[config.mk]
export PLATFORM = sky130hd
export DESIGN_NAME = frame_psnr_meter_unit
export DESIGN_NICKNAME = d
export VERILOG_FILES = /design/src/design/fpm_pkg.sv /design/src/design/fpm_front.sv /design/src/design/fpm_queue.sv /design/src/design/fpm_back.sv /design/src/design/frame_psnr_meter_unit.sv
export SDC_FILE = /design/constraint.sdc
export NUM_CORES = 2
export LEC_CHECK = 0
export BUFFER_PORTS_ARGS = -buffer_cell sky130_fd_sc_hd__buf_4
export CAP_MARGIN = 10
export CORE_MARGIN = 2
export CORE_UTILIZATION = 66
export CTS_CLUSTER_DIAMETER = 50
export DETAILED_ROUTE_END_ITERATION = 10
export PLACE_DENSITY = 0.94
export SYNTH_ARGS = -nofsm -noshare
export SYNTH_HDL_FRONTEND = slang
export SYNTH_HIERARCHICAL = 1
export SYNTH_SLANG_ARGS = --single-unit
[constraint.sdc]
create_clock -name clk -period 9.9 [get_ports clk]
set_input_delay 0.99 -clock clk [delete_from_list [all_inputs] [get_ports clk]]
set_output_delay 0.99 -clock clk [all_outputs]
set_load 0.005 [all_outputs]
[src/design/fpm_pkg.sv]
// Package of shared types and constants for the frame PSNR meter.
package fpm_pkg;

	localparam int PIXEL_COUNT_BITS = 22;
	localparam int FRAC_BITS = 8;
	localparam int CNT_W = PIXEL_COUNT_BITS + 1;
	localparam int ACC_W = 40;
	localparam int LOG_FRAC = 24;
	localparam int LOG_W = LOG_FRAC + 6;
	localparam logic [ACC_W-1:0] ACC_MAX = {ACC_W{1'b1}};
	localparam logic [17:0] PEAK_X3 = 18'd195075;
	localparam logic [31:0] TEN_LOG10_2_Q30 = 32'd3232284966;
	localparam logic [14:0] PSNR_MAX = 15'd32767;
	localparam int QDEPTH = 4;
	localparam int QPTR_W = $clog2(QDEPTH);

	// One finished frame handed from the accumulator to the log unit.
	typedef struct packed {
		logic [ACC_W-1:0] sse;
		logic [CNT_W-1:0] pixels;
		logic             ovf;
	} frame_rec_t;

	typedef struct packed {
		logic [14:0]      psnr;
		logic             identical;
		logic [ACC_W-1:0] sse;
		logic             ovf;
	} result_t;

endpackage

[src/design/fpm_front.sv]
// Front end: accepts pixels, accumulates squared error and counts pixels.
module fpm_front (
	input  logic                clk,
	input  logic                arst_n,
	input  logic                in_valid,
	output logic                in_ready,
	input  logic [47:0]         in_data,
	input  logic                in_last,
	output logic                rec_valid,
	input  logic                rec_ready,
	output fpm_pkg::frame_rec_t rec
);
	import fpm_pkg::*;

	logic [ACC_W-1:0] acc_q;
	logic [CNT_W-1:0] cnt_q;
	logic             ovf_q;
	logic [8:0] d0, d1, d2;
	logic [17:0] e;
	logic [ACC_W:0] sum;
	logic [ACC_W-1:0] acc_n;
	logic [CNT_W-1:0] cnt_n;
	logic             ovf_n;
	logic             take;

	function automatic logic [8:0] adiff(input logic [7:0] a, input logic [7:0] b);
		return (a >= b) ? {1'b0, a - b} : {1'b0, b - a};
	endfunction

	assign d0 = adiff(in_data[7:0], in_data[31:24]);
	assign d1 = adiff(in_data[15:8], in_data[39:32]);
	assign d2 = adiff(in_data[23:16], in_data[47:40]);
	assign e = 18'(d0) * 18'(d0) + 18'(d1) * 18'(d1) + 18'(d2) * 18'(d2);
	assign sum = {1'b0, acc_q} + {{(ACC_W-17){1'b0}}, e};
	assign acc_n = sum[ACC_W] ? ACC_MAX : sum[ACC_W-1:0];
	assign ovf_n = ovf_q | cnt_q[CNT_W-1];
	assign cnt_n = cnt_q[CNT_W-1] ? cnt_q : cnt_q + 1'b1;

	// A frame-end pixel waits until the queue has room.
	assign in_ready = !in_last || rec_ready;
	assign take = in_valid && in_ready;
	assign rec_valid = take && in_last;
	assign rec.sse = acc_n;
	assign rec.pixels = cnt_n;
	assign rec.ovf = ovf_n;

	always_ff @(posedge clk or negedge arst_n) begin
		if (!arst_n) begin
			acc_q <= '0;
			cnt_q <= '0;
			ovf_q <= 1'b0;
		end else if (take) begin
			if (in_last) begin
				acc_q <= '0;
				cnt_q <= '0;
				ovf_q <= 1'b0;
			end else begin
				acc_q <= acc_n;
				cnt_q <= cnt_n;
				ovf_q <= ovf_n;
			end
		end
	end
endmodule

[src/design/fpm_queue.sv]
// Short queue of finished frames between the front and back ends.
module fpm_queue (
	input  logic                clk,
	input  logic                arst_n,
	input  logic                wr_valid,
	output logic                wr_ready,
	input  fpm_pkg::frame_rec_t wr_data,
	output logic                rd_valid,
	input  logic                rd_ready,
	output fpm_pkg::frame_rec_t rd_data
);
	import fpm_pkg::*;

	frame_rec_t     mem_q [QDEPTH];
	logic [QPTR_W-1:0] wp_q, rp_q;
	logic [QPTR_W:0]   n_q;
	logic wr, rd;

	assign wr_ready = (n_q != QPTR_W'(0) + (QPTR_W+1)'(QDEPTH));
	assign rd_valid = (n_q != '0);
	assign rd_data = mem_q[rp_q];
	assign wr = wr_valid && wr_ready;
	assign rd = rd_valid && rd_ready;

	always_ff @(posedge clk) begin
		if (wr) mem_q[wp_q] <= wr_data;
	end

	always_ff @(posedge clk or negedge arst_n) begin
		if (!arst_n) begin
			wp_q <= '0;
			rp_q <= '0;
			n_q <= '0;
		end else begin
			if (wr) wp_q <= wp_q + 1'b1;
			if (rd) rp_q <= rp_q + 1'b1;
			if (wr && !rd) n_q <= n_q + 1'b1;
			else if (rd && !wr) n_q <= n_q - 1'b1;
		end
	end
endmodule

[src/design/fpm_back.sv]
// Back end: iterative log2 of signal and error, PSNR scaling, output register.
module fpm_back (
	input  logic                clk,
	input  logic                arst_n,
	input  logic                rec_valid,
	output logic                rec_ready,
	input  fpm_pkg::frame_rec_t rec,
	output logic                res_valid,
	input  logic                res_ready,
	output fpm_pkg::result_t    res
);
	import fpm_pkg::*;

	localparam logic [2:0] ST_IDLE = 3'd0;
	localparam logic [2:0] ST_NORM = 3'd1;
	localparam logic [2:0] ST_SQR  = 3'd2;
	localparam logic [2:0] ST_MUL  = 3'd3;
	localparam logic [2:0] ST_SCL  = 3'd4;
	localparam logic [2:0] ST_OUT  = 3'd5;
	localparam logic [2:0] ST_RND  = 3'd6;

	logic [2:0]  st_q;
	logic [4:0]  k_q;
	logic        sel_q;
	frame_rec_t  r_q;
	logic [63:0] x_q;
	logic [32:0] m_q;
	logic [5:0]  p_q;
	logic [LOG_W-1:0] ln_q, ld_q;
	logic [LOG_W-1:0] d_q;
	logic [62:0] prod_q;
	logic [63:0] msq;
	logic [32:0] mn;
	logic [5:0]  pe;
	logic [31:0] mnorm;

	// Leading-one position; value is narrow enough for a priority scan.
	always_comb begin
		pe = '0;
		for (int i = 1; i < 64; i++) if (x_q[i]) pe = 6'(i);
	end
	always_comb begin
		if (pe >= 6'd31) mnorm = 32'(x_q >> (pe - 6'd31));
		else mnorm = 32'(x_q << (6'd31 - pe));
	end
	assign msq = 64'(m_q[31:0]) * 64'(m_q[31:0]);
	assign mn = 33'(msq >> 31);

	assign rec_ready = (st_q == ST_IDLE);
	assign res_valid = (st_q == ST_OUT);

	always_ff @(posedge clk or negedge arst_n) begin
		if (!arst_n) begin
			st_q <= ST_IDLE;
			k_q <= '0;
			sel_q <= 1'b0;
		end else begin
			case (st_q)
				ST_IDLE: if (rec_valid) begin
					r_q <= rec;
					x_q <= 64'(rec.pixels) * 64'(PEAK_X3);
					sel_q <= 1'b0;
					st_q <= (rec.sse == '0) ? ST_OUT : ST_NORM;
					res.psnr <= '0;
					res.identical <= (rec.sse == '0);
					res.sse <= rec.sse;
					res.ovf <= rec.ovf;
				end
				ST_NORM: begin
					p_q <= pe;
					m_q <= {1'b0, mnorm};
					k_q <= '0;
					ln_q <= '0;
					st_q <= ST_SQR;
				end
				ST_SQR: begin
					if (mn[32]) m_q <= {1'b0, mn[32:1]};
					else m_q <= mn;
					ln_q <= {ln_q[LOG_W-2:0], mn[32]};
					k_q <= k_q + 1'b1;
					if (k_q == 5'(LOG_FRAC - 1)) begin
						if (!sel_q) begin
							ld_q <= {p_q, ln_q[LOG_FRAC-2:0], mn[32]};
							x_q <= 64'(r_q.sse);
							sel_q <= 1'b1;
							st_q <= ST_NORM;
						end else begin
							st_q <= ST_MUL;
						end
					end
				end
				ST_MUL: begin
					// ld_q holds the signal log and ln_q holds the error log here.
					if (ld_q > {p_q, ln_q[LOG_FRAC-1:0]}) begin
						d_q <= ld_q - {p_q, ln_q[LOG_FRAC-1:0]};
						st_q <= ST_SCL;
					end else begin
						st_q <= ST_OUT;
					end
				end
				ST_SCL: begin
					prod_q <= 63'(d_q) * 63'(TEN_LOG10_2_Q30);
					st_q <= ST_RND;
				end
				ST_RND: begin
					logic [63:0] t;
					t = (64'(prod_q) + (64'd1 << (53 - FRAC_BITS))) >> (54 - FRAC_BITS);
					res.psnr <= (t > 64'(PSNR_MAX)) ? PSNR_MAX : t[14:0];
					st_q <= ST_OUT;
				end
				ST_OUT: if (res_ready) st_q <= ST_IDLE;
				default: st_q <= ST_IDLE;
			endcase
		end
	end
endmodule

[src/design/frame_psnr_meter_unit.sv]
// Top level of the frame PSNR meter.
// Pixels enter on the s_axis channel, one word per pixel: tdata carries the
// reference and current channels, tlast marks the last pixel of a frame.
// A pixel is taken every cycle, except a frame-end word while the queue is full;
// the accumulator adds its squared error at once. On a frame-end word a record
// goes into a four-entry queue; a frame-end word waits only while that queue is full.
// The back end computes two 24-step fixed-point logarithms, one squaring step
// per cycle; a frame with a zero error sum skips them and is flagged identical.
// Results leave on m_axis and are held until taken; while the receiver stalls
// the queue fills and then pixel intake pauses at the next frame end.
// Reset clears the accumulator, the pixel count, the queue and the back end.
module frame_psnr_meter_unit (
	input  logic        clk,
	input  logic        arst_n,
	input  logic        s_axis_tvalid,
	output logic        s_axis_tready,
	// reference_ch0, reference_ch1, reference_ch2, current_ch0, current_ch1, current_ch2
	input  logic [47:0] s_axis_tdata,
	input  logic        s_axis_tlast,
	output logic        m_axis_tvalid,
	input  logic        m_axis_tready,
	// psnr_q8[14:0], error_sum[54:15], zero fill
	output logic [55:0] m_axis_tdata,
	// identical, count_overflow
	output logic [1:0]  m_axis_tuser
);
	import fpm_pkg::*;

	frame_rec_t f_rec, q_rec;
	logic f_valid, f_ready, q_valid, q_ready;
	result_t res;

	fpm_front u_front (.clk, .arst_n, .in_valid(s_axis_tvalid), .in_ready(s_axis_tready),
		.in_data(s_axis_tdata), .in_last(s_axis_tlast), .rec_valid(f_valid),
		.rec_ready(f_ready), .rec(f_rec));
	fpm_queue u_queue (.clk, .arst_n, .wr_valid(f_valid), .wr_ready(f_ready), .wr_data(f_rec),
		.rd_valid(q_valid), .rd_ready(q_ready), .rd_data(q_rec));
	fpm_back u_back (.clk, .arst_n, .rec_valid(q_valid), .rec_ready(q_ready), .rec(q_rec),
		.res_valid(m_axis_tvalid), .res_ready(m_axis_tready), .res(res));

	assign m_axis_tdata = {1'b0, res.sse, res.psnr};
	assign m_axis_tuser = {res.ovf, res.identical};
endmodule
==> impl_results.md <==
- Synth unique cells: around 110
- IO buf count: 111
- Total track usage: 0.3570
- Yosys reg bits: roughly 570
- Crit-path most repeated cell: fa_1
- Syn Std Cell Area: approximately 84000 µm²
- Syn avg cell area: 10.25 µm²
- Synth Flop Type: edfxtp_1
- DR vias: 62.40k
- Die Y: between 300 and 400 µm
- Critical path launch point type: input port
- Post-DRT Antenna Nets: 0
- Hold buffer count at CTS: 0
- Synthesized instance count: slightly above 8k
- Grt ovf: 0
- Fin crit share: 0.9767
- WL final: 228900 µm
- Site Rows: 130
- CTS sink count: between 500 and 600
- Area Growth Syn to Fin: 5.716%
- Worst Path Required: between 10 and 15 ns
- Dpl hpwl: ~180000 µm
- 1st-iter DRT viols: about 7.4k
- Share of layout cells above drive strength 1: 0.06592
- Core area: 125700 µm²
- Number of flops mapped to enable cells by yosys: roughly 500
- Sequential area share after synthesis: 0.2011
- Nets@finish: around 11k
- CP startpoint: s_axis_tdata[0]
- Worst min path class: input port to asynchronous set/reset pin
- Root Buffer: clkbuf_16
- Fraction of registers with async set/reset: 0.1396
- Post-DP Area: ~86000 µm²
- Count of final setup violators: 0
- Worst-margin pin slew: roughly 1.3 ns
- Slew HR: 0.1288
- Via count of the first global-routing pass: 68.14k
- Yosys warns: 6
- Final Max Tran Viols: 0
- H-tree depth: 2
- Largest stage delay, worst path: ~0.56 ns
- Initial antenna violation count: 4
- DRC Markers: 0
- CTS tree: done
- Routed wire length per instance: about 23 µm
- Avg Vias per Cell: roughly 6.3
- Initial cell density of the core: 0.6648
- Crit Reg-Reg Startpoint: u_back/m_q[13]
- Full die area: ~130000 µm²
- Register Area: 16810 µm²
- Syn nets: approximately 11k
- Endpoints failing hold: 0
- Chip width: 359.9 µm
- Total CTS buffers: 55
- Worst setup path class: input port to flop
- Largest net degree at the start of global routing: 65
- Arr. time, crit path: roughly 10 ns
- CTS max path bufs: 3
- FMAX: 103.4 MHz
- First drt pass iteration count: 9
- Maxcap violations: 0
- IO Pins: about 110
- Area occupied by multi-input gates: between 50000 and 60000 µm²
- Time the worst path needs with I/O delays and setup: roughly 9.7 ns
- Routability Congestion: approximately 1.0
- Setup Skew: roughly 0.045 ns
- Filler cells: between 8k and 9k
- Worst-path clk slew: ~0.070 ns
- Outcome: finished, final reports clean
- Crit end category: flop
- Clk_lat worst skew: about 0.67 ns
- Worst-path maximum fanout: 11
- Finished Cell Area: between 80000 and 90000 µm²
- Cell type of the slowest stage on the worst timing path: fa_1
- First-pass GRT wire length: around 360000 µm
==> cells in the mapped netlist (21+ instances only) <==
library cell  instances  share of area
mux4_2               78          0.021
xnor2_1             125          0.013
a31oi_1              38         0.0028
clkbuf_1            190         0.0085
a21o_1               94         0.0084
a22o_1               36         0.0038
nor2_1              357          0.016
nor3_1               85         0.0051
nor4_1               23         0.0017
nand2_1             569          0.026
a21oi_1             294          0.018
nand2b_1             43         0.0032
a211oi_1             36         0.0032
nand3_1              91         0.0054
o21bai_1             22         0.0020
and2_1              217          0.016
o21a_1               28         0.0025
and3_1               44         0.0033
xor2_1               77         0.0081
nor2b_1              41         0.0031
ha_1               1009           0.15
mux2_2               21         0.0028
edfxtp_1            493           0.18
o211ai_1             41         0.0037
inv_1              1883          0.085
fa_1               1295           0.31
dfrtp_1              80          0.024
mux2i_1             126          0.015
buf_2                47         0.0028
or2_2                30         0.0022
or3_1                25         0.0019
o21ai_0             172          0.010
nand4_1              47         0.0035
==> layout make-up <==
class,count,area share
Antenna cell,1,0.00002832
Clock buffer,68,0.01669
Clock inverter,35,0.005564
Inverter,1902,0.08085
Multi-Input combinational cell,5399,0.6617
Sequential cell,573,0.1902
Tap cell,1650,0.02336
Timing Repair Buffer,245,0.02161
==> critical path: cells and delay by family <==
family / cells / cell delay [ns]
fa+ha+maj: 10 / 4.51
simple gates: 3 / 0.82
compound gates: 10 / 2.87
buf+inv: 9 / 0.80
==> what timing repair did <==
action / CTS / global route
endpoints found under the setup margin: 0 / 24
buffers inserted: 0 / 1
gates resized for setup: 0 / 4
==> sequential cells by signal, indices dropped and copies added (netlist names), 23 cells and up <==
register       cells
u_back/x_q        41
u_back/ln_q       24
u_back/ld_q       30
u_back/d_q        30
u_back/r_q        40
u_back/m_q        32
u_queue/mem_q    256
u_front/acc_q     40
u_front/cnt_q     23
==> per-layer routing <==
layer  vias up  track usage  share of wire
met2      4198       0.6007           0.48
met3      1271      0.07244           0.11
li1      26410            -              -
met5         -            0        0.00015
met1     30510       0.4179           0.33
met4         6       0.2315          0.079
==> placed cells by master (no fill, tap or decap), types with 20 or more instances in the layout <==
cell type / n
inv_1: 1883
buf_4: 240
clkbuf_16: 55
o22ai_1: 20
mux2_2: 21
o211ai_1: 41
a211oi_1: 35
a31oi_1: 38
and2_1: 213
nand4_1: 47
nand3_1: 91
fa_1: 1295
nand2b_1: 43
mux2i_1: 126
o21ai_0: 172
edfxtp_1: 493
ha_1: 1009
mux4_2: 78
xnor2_1: 122
xor2_1: 77
nand2_1: 568
o21bai_1: 22
a21oi_1: 292
nor4_1: 23
o21a_1: 28
nor3_1: 85
nor2_1: 355
dfrtp_1: 78
nor2b_1: 41
or3_1: 25
a21o_1: 94
or2_2: 29
and3_1: 43
a22o_1: 36
==> path summary, 6_finish.rpt <==
check	endpoint	slack [ns]	cells past startpoint
min in group clk	u_back/ld_q[12]	0.45	0
hold reg to reg	u_back/ld_q[12]	0.45	0
hold / removal	u_queue/n_q[0]	0.24	1
max in group asynchronous	u_front/cnt_q[18]	8.24	2
setup / recovery	u_queue/mem_q[2][42]	0.23	32
setup reg to reg	u_back/m_q[4]	0.31	28
==> through the flow <==
stage,setup WS (ns),std cells,utilization,TNS [ns],hold slack (ns)
floorplan,0.6316,8155,-,0,0.4264
global placement,0.1417,9768,0.6867,0,0.4278
detailed placement,-0.1876,9768,0.6867,-3.386,0.4346
CTS,0.3996,9871,0.7024,0,0.2223
global route,-0.04200,9872,0.7028,-0.1696,0.2507
finish,0.2303,9873,0.7028,0,0.2413
==> cell families (layout without fill, tap and decap cells) <==
family | Yosys count | after routing | synth area share
buffers and inverters | 2183 | 2250 | 0.1005
AO/OA/AOI/OAI | 1031 | 1031 | 0.08287
XOR/XNOR | 205 | 205 | 0.02175
other | 2 | 3 | 0.00008984
AND/OR/NAND/NOR | 1628 | 1628 | 0.09289
adder cells (fa/ha/maj) | 2304 | 2304 | 0.4612
flip-flops | 573 | 573 | 0.2011
multiplexers | 229 | 229 | 0.03964
Power is not shown: default switching activity piles up to over one toggle a cycle in this logic, so the estimate is an artifact.
